File: src/hdl/http_byte_range_parser_defines.svh
// Assertion macros of the byte range parser, used by its result queue.
`ifndef HTTP_BYTE_RANGE_PARSER_DEFINES_SVH
`define HTTP_BYTE_RANGE_PARSER_DEFINES_SVH

// The property must hold at every clock edge outside reset.
`define HBR_ASSERT(lbl, prop, msg) \
  lbl: assert property (@(posedge clk_i) disable iff (!rst_ni) (prop)) else $error(msg);

// The condition must hold in the cycle after the trigger.
`define HBR_ASSERT_NEXT(lbl, trig, prop, msg) \
  lbl: assert property (@(posedge clk_i) disable iff (!rst_ni) (trig) |=> (prop)) \
    else $error(msg);

`endif

File: src/hdl/hbr_pkg.sv
// Shared types, constants and helper functions of the byte range parser.
`timescale 1ns / 1ps
package hbr_pkg;

  localparam int OFFSET_WIDTH = 48;
  localparam int OUT_DEPTH    = 4;

  localparam logic [2:0] PREFIX_LEN = 3'd6;

  localparam logic [7:0] CHR_SPACE = 8'h20;
  localparam logic [7:0] CHR_COMMA = 8'h2C;
  localparam logic [7:0] CHR_DASH  = 8'h2D;
  localparam logic [7:0] CHR_ZERO  = 8'h30;
  localparam logic [7:0] CHR_NINE  = 8'h39;

  typedef enum logic [1:0] {
    KIND_RANGE     = 2'd0,
    KIND_OK        = 2'd1,
    KIND_UNSAT     = 2'd2,
    KIND_MALFORMED = 2'd3
  } kind_e;

  typedef enum logic [2:0] {
    PH_SKIP   = 3'b001,
    PH_FIRST  = 3'b010,
    PH_SECOND = 3'b100
  } phase_e;

  typedef struct packed {
    logic [7:0] chr;
    logic       final_char;
  } hbr_in_t;

  typedef struct packed {
    kind_e                   kind;
    logic [OFFSET_WIDTH-1:0] range_first;
    logic [OFFSET_WIDTH-1:0] range_end;
    logic                    last_of_run;
  } hbr_out_t;

  // Work handed from the character parser to the range stage.
  typedef struct packed {
    logic                    close;
    logic                    last;
    logic                    failed;
    logic                    malformed;
    logic                    has_first;
    logic                    has_second;
    logic [OFFSET_WIDTH-1:0] first_value;
    logic [OFFSET_WIDTH-1:0] second_value;
  } hbr_req_t;

  // Up to two result words are written into the output queue per cycle.
  typedef struct packed {
    logic [1:0] cnt;
    hbr_out_t   word0;
    hbr_out_t   word1;
  } hbr_wr_t;

  function automatic logic [7:0] prefix_char(logic [2:0] pos);
    logic [7:0] c;
    unique case (pos)
      3'd0:    c = 8'h62;
      3'd1:    c = 8'h79;
      3'd2:    c = 8'h74;
      3'd3:    c = 8'h65;
      3'd4:    c = 8'h73;
      3'd5:    c = 8'h3D;
      default: c = 8'h00;
    endcase
    return c;
  endfunction

endpackage

File: src/hdl/hbr_parser.sv
// Input register and per-character parsing state of the byte range parser.
`timescale 1ns / 1ps
module hbr_parser import hbr_pkg::*; (
  input  logic     clk_i,
  input  logic     rst_ni,
  input  logic     in_valid_i,
  output logic     in_stall_o,
  input  hbr_in_t  in_word_i,
  input  logic     req_take_i,
  output logic     req_valid_o,
  output hbr_req_t req_o
);

  localparam int AccW = OFFSET_WIDTH + 4;

  typedef struct packed {
    logic fail;
    logic malf;
  } judge_t;

  // Verdict on a part as it closes: no dash is unsatisfiable, a bad number or
  // no number on either side is malformed.
  function automatic judge_t judge(phase_e ph, logic bad, logic hf, logic hs);
    judge_t j;
    j = '0;
    if (ph != PH_SECOND) begin
      j.fail = 1'b1;
    end else if (bad || (!hf && !hs)) begin
      j.fail = 1'b1;
      j.malf = 1'b1;
    end
    return j;
  endfunction

  logic                    in_valid_q, in_valid_d;
  hbr_in_t                 in_word_q;
  logic                    req_valid_q, req_valid_d;
  hbr_req_t                req_q, req_d;
  logic [2:0]              pp_q, pp_d;
  phase_e                  ph_q, ph_d;
  logic [OFFSET_WIDTH-1:0] fv_q, fv_d, sv_q, sv_d;
  logic                    hf_q, hf_d, hs_q, hs_d;
  logic                    bad_q, bad_d;
  logic                    failed_q, failed_d;
  logic                    malf_q, malf_d;

  logic                    pipe_free, step, in_ready;
  logic                    is_digit, take;
  logic [OFFSET_WIDTH-1:0] acc_in;
  logic [AccW-1:0]         acc_sum;
  logic                    acc_ovf;
  judge_t                  jv;

  assign pipe_free  = !req_valid_q || req_take_i;
  assign step       = in_valid_q && pipe_free;
  assign in_ready   = !in_valid_q || step;
  assign in_stall_o = !in_ready;
  assign in_valid_d = in_ready ? in_valid_i : in_valid_q;
  assign is_digit   = (in_word_q.chr >= CHR_ZERO) && (in_word_q.chr <= CHR_NINE);

  always_comb begin
    pp_d     = pp_q;
    ph_d     = ph_q;
    fv_d     = fv_q;
    sv_d     = sv_q;
    hf_d     = hf_q;
    hs_d     = hs_q;
    bad_d    = bad_q;
    failed_d = failed_q;
    malf_d   = malf_q;
    take     = 1'b0;
    acc_in   = '0;
    acc_sum  = '0;
    acc_ovf  = 1'b0;
    jv       = '0;
    req_d    = '0;

    if (step && !failed_q) begin
      if (pp_q < PREFIX_LEN) begin
        if (in_word_q.chr == prefix_char(pp_q)) begin
          pp_d = pp_q + 3'd1;
        end else begin
          failed_d = 1'b1;
          malf_d   = 1'b0;
        end
      end else if (in_word_q.chr == CHR_COMMA) begin
        jv = judge(ph_q, bad_q, hf_q, hs_q);
        if (jv.fail) begin
          failed_d = 1'b1;
          malf_d   = jv.malf;
        end else begin
          req_d.close        = 1'b1;
          req_d.has_first    = hf_q;
          req_d.has_second   = hs_q;
          req_d.first_value  = fv_q;
          req_d.second_value = sv_q;
          ph_d  = PH_SKIP;
          fv_d  = '0;
          sv_d  = '0;
          hf_d  = 1'b0;
          hs_d  = 1'b0;
          bad_d = 1'b0;
        end
      end else begin
        take = 1'b1;
        unique case (ph_q)
          PH_SKIP: begin
            if (in_word_q.chr == CHR_SPACE) begin
              take = 1'b0;
            end else if (in_word_q.chr == CHR_DASH) begin
              ph_d = PH_SECOND;
              take = 1'b0;
            end else begin
              ph_d = PH_FIRST;
            end
          end
          PH_FIRST: begin
            if (in_word_q.chr == CHR_DASH) begin
              ph_d = PH_SECOND;
              take = 1'b0;
            end
          end
          PH_SECOND: begin
          end
          default: begin
          end
        endcase
        // Decimal accumulate: ten times the value is two shifted copies added.
        acc_in  = (ph_d == PH_FIRST) ? fv_q : sv_q;
        acc_sum = AccW'({acc_in, 3'b000}) + AccW'({acc_in, 1'b0})
                + AccW'(in_word_q.chr[3:0]);
        acc_ovf = |acc_sum[AccW-1:OFFSET_WIDTH];
        if (take) begin
          if (ph_d == PH_FIRST) begin
            hf_d = 1'b1;
          end else begin
            hs_d = 1'b1;
          end
          if (!bad_q) begin
            if (!is_digit || acc_ovf) begin
              bad_d = 1'b1;
            end else if (ph_d == PH_FIRST) begin
              fv_d = acc_sum[OFFSET_WIDTH-1:0];
            end else begin
              sv_d = acc_sum[OFFSET_WIDTH-1:0];
            end
          end
        end
      end
    end

    if (step && in_word_q.final_char) begin
      if (!failed_d) begin
        if ((pp_d < PREFIX_LEN) || (ph_d == PH_SKIP)) begin
          failed_d = 1'b1;
          malf_d   = 1'b0;
        end else begin
          jv = judge(ph_d, bad_d, hf_d, hs_d);
          if (jv.fail) begin
            failed_d = 1'b1;
            malf_d   = jv.malf;
          end else begin
            req_d.close        = 1'b1;
            req_d.has_first    = hf_d;
            req_d.has_second   = hs_d;
            req_d.first_value  = fv_d;
            req_d.second_value = sv_d;
          end
        end
      end
      req_d.last      = 1'b1;
      req_d.failed    = failed_d;
      req_d.malformed = malf_d;
      // The header is finished: back to the reset state for the next one.
      pp_d     = '0;
      ph_d     = PH_SKIP;
      fv_d     = '0;
      sv_d     = '0;
      hf_d     = 1'b0;
      hs_d     = 1'b0;
      bad_d    = 1'b0;
      failed_d = 1'b0;
      malf_d   = 1'b0;
    end
  end

  assign req_valid_d = pipe_free ? (step && (req_d.close || req_d.last)) : req_valid_q;

  always_ff @(posedge clk_i or negedge rst_ni) begin
    if (!rst_ni) begin
      in_valid_q  <= 1'b0;
      req_valid_q <= 1'b0;
      pp_q        <= '0;
      ph_q        <= PH_SKIP;
      fv_q        <= '0;
      sv_q        <= '0;
      hf_q        <= 1'b0;
      hs_q        <= 1'b0;
      bad_q       <= 1'b0;
      failed_q    <= 1'b0;
      malf_q      <= 1'b0;
    end else begin
      in_valid_q  <= in_valid_d;
      req_valid_q <= req_valid_d;
      pp_q        <= pp_d;
      ph_q        <= ph_d;
      fv_q        <= fv_d;
      sv_q        <= sv_d;
      hf_q        <= hf_d;
      hs_q        <= hs_d;
      bad_q       <= bad_d;
      failed_q    <= failed_d;
      malf_q      <= malf_d;
    end
  end

  always_ff @(posedge clk_i) begin
    if (in_ready) begin
      in_word_q <= in_word_i;
    end
    if (pipe_free) begin
      req_q <= req_d;
    end
  end

  assign req_valid_o = req_valid_q;
  assign req_o       = req_q;

endmodule

File: src/hdl/hbr_range.sv
// Clamps a closed part to the file size and forms range and status words.
`timescale 1ns / 1ps
module hbr_range import hbr_pkg::*; (
  input  logic                    clk_i,
  input  logic                    rst_ni,
  input  logic                    req_valid_i,
  input  hbr_req_t                req_i,
  input  logic [OFFSET_WIDTH-1:0] file_size_i,
  input  logic                    room_i,
  output logic                    req_take_o,
  output hbr_wr_t                 wr_o
);

  logic                    emitted_q, emitted_d;
  logic [OFFSET_WIDTH-1:0] lo, hi;
  logic                    emit;
  hbr_out_t                range_word, status_word;
  kind_e                   status;

  assign req_take_o = req_valid_i && room_i;

  always_comb begin
    if (!req_i.has_first) begin
      // Suffix form: the last N bytes, from zero when N exceeds the file.
      lo = (req_i.second_value > file_size_i) ? '0 : file_size_i - req_i.second_value;
      hi = file_size_i;
    end else begin
      lo = req_i.first_value;
      if (!req_i.has_second || (req_i.second_value >= file_size_i)) begin
        hi = file_size_i;
      end else begin
        hi = req_i.second_value + OFFSET_WIDTH'(1);
      end
    end
  end

  assign emit = req_i.close && (lo < hi);

  always_comb begin
    if (req_i.failed) begin
      status = req_i.malformed ? KIND_MALFORMED : KIND_UNSAT;
    end else begin
      status = (emitted_q || emit) ? KIND_OK : KIND_UNSAT;
    end
  end

  assign range_word  = '{kind: KIND_RANGE, range_first: lo, range_end: hi, last_of_run: 1'b0};
  assign status_word = '{kind: status, range_first: '0, range_end: '0, last_of_run: 1'b1};

  always_comb begin
    wr_o.cnt   = req_take_o ? (2'(emit) + 2'(req_i.last)) : 2'd0;
    wr_o.word0 = emit ? range_word : status_word;
    wr_o.word1 = status_word;
  end

  always_comb begin
    emitted_d = emitted_q;
    if (req_take_o) begin
      emitted_d = req_i.last ? 1'b0 : (emitted_q || emit);
    end
  end

  always_ff @(posedge clk_i or negedge rst_ni) begin
    if (!rst_ni) begin
      emitted_q <= 1'b0;
    end else begin
      emitted_q <= emitted_d;
    end
  end

endmodule

File: src/hdl/hbr_out_fifo.sv
// Small queue: takes up to two words a cycle, hands out one unless stalled.
`timescale 1ns / 1ps
`include "http_byte_range_parser_defines.svh"
module hbr_out_fifo import hbr_pkg::*; (
  input  logic     clk_i,
  input  logic     rst_ni,
  input  hbr_wr_t  wr_i,
  output logic     room_o,
  output logic     out_valid_o,
  input  logic     out_stall_i,
  output hbr_out_t out_word_o
);

  localparam int PtrW = $clog2(OUT_DEPTH);
  localparam int CntW = $clog2(OUT_DEPTH + 1);

  hbr_out_t            mem_q [OUT_DEPTH];
  logic [PtrW-1:0]     wr_ptr_q, wr_ptr_d, rd_ptr_q, rd_ptr_d;
  logic [CntW-1:0]     count_q, count_d;
  logic [PtrW-1:0]     wr_ptr_nx;
  logic                pop;

  assign pop         = out_valid_o && !out_stall_i;
  assign out_valid_o = (count_q != '0);
  assign out_word_o  = mem_q[rd_ptr_q];
  // Room for two words, judged on the registered count alone.
  assign room_o      = (count_q <= CntW'(OUT_DEPTH - 2));
  assign wr_ptr_nx   = wr_ptr_q + PtrW'(1);

  assign wr_ptr_d = wr_ptr_q + PtrW'(wr_i.cnt);
  assign rd_ptr_d = rd_ptr_q + PtrW'(pop);
  assign count_d  = count_q + CntW'(wr_i.cnt) - CntW'(pop);

  always_ff @(posedge clk_i or negedge rst_ni) begin
    if (!rst_ni) begin
      wr_ptr_q <= '0;
      rd_ptr_q <= '0;
      count_q  <= '0;
    end else begin
      wr_ptr_q <= wr_ptr_d;
      rd_ptr_q <= rd_ptr_d;
      count_q  <= count_d;
    end
  end

  always_ff @(posedge clk_i) begin
    if (wr_i.cnt != 2'd0) begin
      mem_q[wr_ptr_q] <= wr_i.word0;
    end
    if (wr_i.cnt == 2'd2) begin
      mem_q[wr_ptr_nx] <= wr_i.word1;
    end
  end

  `HBR_ASSERT(a_count_bound, count_q <= CntW'(OUT_DEPTH), "result queue count out of range")
  `HBR_ASSERT(a_no_overflow, (int'(count_q) + int'(wr_i.cnt)) <= OUT_DEPTH,
              "result queue written beyond its depth")
  `HBR_ASSERT_NEXT(a_pop_only, pop && (wr_i.cnt == 2'd0),
                   count_q == $past(count_q) - CntW'(1), "result queue count slipped on a read")

endmodule

File: src/hdl/http_byte_range_parser.sv
// Top level of the HTTP byte range header parser.
`timescale 1ns / 1ps
// Usage:
// Header characters arrive one word per cycle on the input channel while it is
// not stalled; final_char marks the last character of a header. Each part that
// closes with a non-empty range produces a word of kind range; the last character
// always produces a status word with last_of_run set. On a failure status the
// consumer discards the ranges already delivered for that header.
// The file size register is written on the configuration channel, which is always
// ready. The user must write it only while no header is being processed; the block
// itself does not enforce this. Each character passes the input register and then
// the parse stage's request register before the range stage writes the queue.
// Throughput: one character per cycle when nothing stalls, set by the single parse
// stage. A character yields at most two words; a four-word result queue absorbs them.
// When the receiver stalls, the queue fills; with fewer than two free entries the
// range stage holds its word, and the input stalls once the input register is full.
// Reset clears all parsing state, empties the queue and sets the file size
// to zero; no clearing pass is needed.
module http_byte_range_parser import hbr_pkg::*; (
  input  logic                    clk_i,
  input  logic                    rst_ni,
  input  logic                    in_valid_i,
  output logic                    in_stall_o,
  input  hbr_in_t                 in_word_i,
  output logic                    out_valid_o,
  input  logic                    out_stall_i,
  output hbr_out_t                out_word_o,
  input  logic                    cfg_valid_i,
  output logic                    cfg_ready_o,
  input  logic [OFFSET_WIDTH-1:0] cfg_data_i
);

  logic [OFFSET_WIDTH-1:0] file_size_q;
  logic                    req_valid, req_take, room;
  hbr_req_t                req;
  hbr_wr_t                 wr;

  assign cfg_ready_o = 1'b1;

  always_ff @(posedge clk_i or negedge rst_ni) begin
    if (!rst_ni) begin
      file_size_q <= '0;
    end else if (cfg_valid_i && cfg_ready_o) begin
      file_size_q <= cfg_data_i;
    end
  end

  hbr_parser u_parser (
    .clk_i       (clk_i),
    .rst_ni      (rst_ni),
    .in_valid_i  (in_valid_i),
    .in_stall_o  (in_stall_o),
    .in_word_i   (in_word_i),
    .req_take_i  (req_take),
    .req_valid_o (req_valid),
    .req_o       (req)
  );

  hbr_range u_range (
    .clk_i       (clk_i),
    .rst_ni      (rst_ni),
    .req_valid_i (req_valid),
    .req_i       (req),
    .file_size_i (file_size_q),
    .room_i      (room),
    .req_take_o  (req_take),
    .wr_o        (wr)
  );

  hbr_out_fifo u_out_fifo (
    .clk_i       (clk_i),
    .rst_ni      (rst_ni),
    .wr_i        (wr),
    .room_o      (room),
    .out_valid_o (out_valid_o),
    .out_stall_i (out_stall_i),
    .out_word_o  (out_word_o)
  );

endmodule
File: config.mk
export PLATFORM = sky130hd
export DESIGN_NAME = http_byte_range_parser
export DESIGN_NICKNAME = d
export VERILOG_FILES = /design/src/hdl/hbr_pkg.sv /design/src/hdl/hbr_parser.sv /design/src/hdl/hbr_range.sv /design/src/hdl/hbr_out_fifo.sv /design/src/hdl/http_byte_range_parser.sv
export VERILOG_INCLUDE_DIRS = /design/src /design/src/hdl
export SDC_FILE = /design/constraint.sdc
export NUM_CORES = 2
export LEC_CHECK = 0
export BUFFER_PORTS_ARGS = -buffer_cell sky130_fd_sc_hd__buf_2
export CORE_ASPECT_RATIO = 0.75
export CORE_MARGIN = 5
export CORE_UTILIZATION = 30
export CTS_CLUSTER_SIZE = 12
export DETAILED_ROUTE_END_ITERATION = 16
export GPL_TIMING_DRIVEN = 1
export SLEW_MARGIN = 0
export SYNTH_ARGS = -nofsm -noshare
export SYNTH_HDL_FRONTEND = slang
export SYNTH_SLANG_ARGS = --single-unit
File: constraint.sdc
create_clock -name clk_i -period 13.25 [get_ports clk_i]
set_clock_uncertainty 0.1 [all_clocks]
set_input_delay 2.65 -clock clk_i [delete_from_list [all_inputs] [get_ports clk_i]]
set_output_delay 2.65 -clock clk_i [all_outputs]
set_load 0.01 [all_outputs]
==> metrics.md <==
| Metric | Value |
|---|---|
| Min cycle time layout | `a little over 10 ns` |
| Critical path class | `reg -> reg` |
| CTS max path bufs | `3` |
| Worst path arrival time | `about 11 ns` |
| Clock power share | `between 20% and 30%` |
| Vias in the first global route | `27500` |
| Fmax | `slightly below 0.1 GHz` |
| Final setup fails | `0` |
| P_leak | `16.6 nW` |
| DRT Wirelength | `117 mm` |
| Hold_sp | `u_out_fifo.mem_q[2][0]` |
| CP peak stage delay | `approximately 0.97 ns` |
| Maxcap violations | `0` |
| Max transition margin | `about a tenth` |
| HPWL Detailed | `82.7 mm` |
| Slew @ Worst Pin | `1.34 ns` |
| Final Max Slew Viols | `0` |
| Crit path top cell by count | `nand2_1` |
| Initial Util | `a little under a third` |
| CP startpoint kind | `flip-flop` |
| Outcome | `finished, final reports clean` |
| Clock sinks | `672` |
| RSZ-0062 raised after global routing | `false` |
| Post-Synthesis Cells | `3664` |
| Sw Ratio | `about two fifths` |
| Setup tns final | `0 ns` |
| Flops & latches, synth | `between 600 and 700` |
| RePlAce Congestion | `~0.95` |
| Post-Syn Nets | `approximately 3900` |
| Min setup slack post-route | `around 3.2 ns` |
| CP endpoint kind | `flip-flop` |
| Initial antenna violation count | `2` |
| Placed cell area | `0.0380 sq mm` |
| Hold path endpoint | `u_out_fifo.mem_q[2][0]` |
| Iteration-0 DRC Markers | `around 3000` |
| CP max-delay cell | `a2111oi_0` |
| Post-CTS Hold Fix Bufs | `0` |
| Register area share after synthesis | `a little over two fifths` |
| Site Rows | `approximately 110` |
| WL/cell | `roughly 22 um` |
| DRT antenna net count | `0` |
| Min-delay worst type | `reg -> reg` |
| Pin count of the biggest net entering global routing | `90` |
| Syn. warnings | `0` |
| Switching Power | `between 0.003 and 0.004 W` |
| Die width | `between 400 and 500 um` |
| Cts repair resizes | `0` |
| Commonest non-fill, non-tap cell in the layout | `nand2_1` |
| Via/cell ratio | `5.45` |
| Mapped cell area | `0.0358 sq mm` |
| RR Endpoint | `u_out_fifo.mem_q[3][94]` |
| Post-synth cell types | `90` |
| Top_reg_cell synth | `dfxtp_1` |
| Asr flop ratio synth | `between 20 and 25%` |
| Design Area, Final | `0.0404 sq mm` |
| H-tree levels | `3` |
| Final Hold Fails | `0` |
| I/O Pins | `around 160` |
| First-pass GRT wire length | `between 150 and 200 mm` |
| PD cells | `approximately 210 mW/mm^2` |
| Die area | `approximately 0.13 sq mm` |
| Pre-CTS setup slack | `between 3 and 4 ns` |
| Worst skew pair latency | `approximately 0.66 ns` |
| CORE AREA | `~0.12 sq mm` |
| Root buffer cell | `clkbuf_16` |
| Fin util | `about a third` |
| Share of cells above drive strength 1 | `14.6%` |
| Period Utilization, post-route | `around three quarters` |
| CTS tree | `done` |
| First-pass DRT Iterations | `6` |
| Clock slew at reported path FFs | `0.07 ns` |
| Reg2reg path depth | `28` |
| Most frequent cells in the layout | `nand2_1 (529), dfxtp_1 (388), o21ai_0 (355)` |
| Syn-to-layout area delta | `13.1%` |
| GRT Total Usage | `roughly 18%` |
| Setup bufs post-CTS | `0` |
| Number of buffers created by CTS | `74` |
| CP max FO | `65` |
| Floorplan die height | `309 um` |
| Cell total after placement | `between 5000 and 6000` |
| Pint | `between 0.005 and 0.006 W` |
| Port Buf Inserts | `~160` |
| R2R Path Start | `u_parser.req_o[35]` |
| Mean Syn Cell Area | `9.76 sq um` |
| Total grt overflow | `0` |
| Non-filler cells, final | `approximately 5300` |
| Worst path required time | `13.74 ns` |
| Flop pwr share | `a little over a third` |
| EDFF count, synth | `between 100 and 150` |
| Number of remaining DRC errors | `0` |
| Vias | `around 29000` |
| Hold depth | `1` |
| Final nets | `around 4000` |
| R2r setup slk | `3.15 ns` |
| Combinational share of power | `between 30% and 40%` |
| VDD IR-drop max | `0.121 mV` |
[cell usage after synthesis, drive strengths merged (5+ instances only)]
library cell	n	area share (%)
a31o	6	0.15
a22o	182	4.5
nor2	90	0.95
o21bai	13	0.27
xnor2	93	2.3
a22oi	14	0.29
mux2i	15	0.43
o31ai	19	0.48
o2bb2ai	7	0.17
nor4	14	0.24
a221oi	8	0.20
nor2b	16	0.28
o21ai	379	5.3
a211oi	21	0.45
clkbuf	151	1.6
nor3	62	0.99
or2	10	0.17
xor2	43	1.1
o21a	20	0.42
and4	5	0.12
edfxtp	119	10
or4	6	0.13
mux2	96	3.0
o2111ai	5	0.12
and2	63	1.1
nand2b	15	0.26
nand2	534	5.6
o211ai	6	0.13
a21oi	213	3.0
a31oi	18	0.31
or3	19	0.33
dfxtp	388	22
o311ai	9	0.22
inv	114	1.2
and3	22	0.38
buf	71	1.1
a21o	81	1.7
dfrtp	164	11
a2111oi	5	0.12
mux4	99	6.2
ha	201	7.0
nand4	36	0.63
a32o	7	0.20
nand3	145	2.0
[worst max-delay path: cells and delay by family (launching register included)]
family,cells,cell delay [ns]
flip-flops,1,0.44
AND/OR/NAND/NOR,13,3.62
AO/OA/AOI/OAI,6,3.04
multiplexers,1,0.36
buffers and inverters,5,1.22
adder cells (fa/ha/maj),3,1.13
[sequential cells by signal, indices dropped and copies added (netlist names)]
signal and count:
file_size_q 48, u_out_fifo.count_q 3, u_out_fifo.mem_q 396, u_out_fifo.rd_ptr_q 2
u_out_fifo.wr_ptr_q 2, u_parser.bad_q 1, u_parser.failed_q 1, u_parser.fv_q 48
u_parser.hf_q 1, u_parser.hs_q 1, u_parser.in_valid_q 1, u_parser.in_word_q 9
u_parser.malf_q 1, u_parser.ph_q 3, u_parser.pp_q 3, u_parser.req_o 102
u_parser.req_valid_o 1, u_parser.sv_q 48, u_range.emitted_q 1
[power by group through the flow]
stage          registers [W]  logic, W  clock network (W)
2_1_floorplan        0.00294   0.00236                  0
3_3_place_gp         0.00312   0.00337                  0
3_5_place_dp         0.00314   0.00340                  0
4_1_cts              0.00311   0.00341            0.00216
5_1_grt              0.00318   0.00376            0.00224
6_report             0.00312   0.00345            0.00212
[cells by family after synthesis]
family,count (synthesis),share of synthesized area [%]
fa+ha+maj,205,7.25
other cells,1,0.0105
xor+xnor,136,3.33
flops,672,43.2
buf+inv,336,3.88
compound gates,1052,19.0
simple gates,1052,13.6
mux,210,9.68
[routing by layer]
metal	vias to the layer above	wire, um	global-route usage [%]
li1	13600	-	-
met1	14200	57400	27.5
met2	1117	47700	25.3
met3	126	9450	4.23
met4	0	2020	3.31
met5	-	0	0
[metrics by stage]
stage	power, W	hold WS (ns)
detailed placement	0.00654	0.339
global route	0.00918	0.367
CTS	0.00867	0.353
floorplan	0.00531	0.320
finish	0.00868	0.346
global placement	0.00649	0.328
[layout make-up]
cell class | count | area [sq um]
fillers | 11900 | 77700
multi-input cells | 2656 | 19000
flip-flops and latches | 672 | 15500
clock buffers | 104 | 2120
well taps | 1554 | 1940
repair buffers | 202 | 1120
inverters | 114 | 428
clock inverters | 22 | 333
diodes | 2 | 5.00
[worst max path at each step]
stage	start	to	slack (ns)	cells past startpoint
6_report	u_parser.req_o[35]	u_out_fifo.mem_q[3][94]	3.15	28
2_1_floorplan	file_size_q[0]	u_out_fifo.mem_q[1][97]	5.75	32
3_5_place_dp	file_size_q[0]	u_out_fifo.mem_q[3][94]	3.23	30
5_1_grt	file_size_q[0]	u_out_fifo.mem_q[3][94]	2.72	29
3_3_place_gp	u_parser.req_o[0]	u_out_fifo.mem_q[3][94]	3.24	29
4_1_cts	file_size_q[0]	u_out_fifo.mem_q[3][94]	3.21	30
Power figures use the tool's default switching activity.
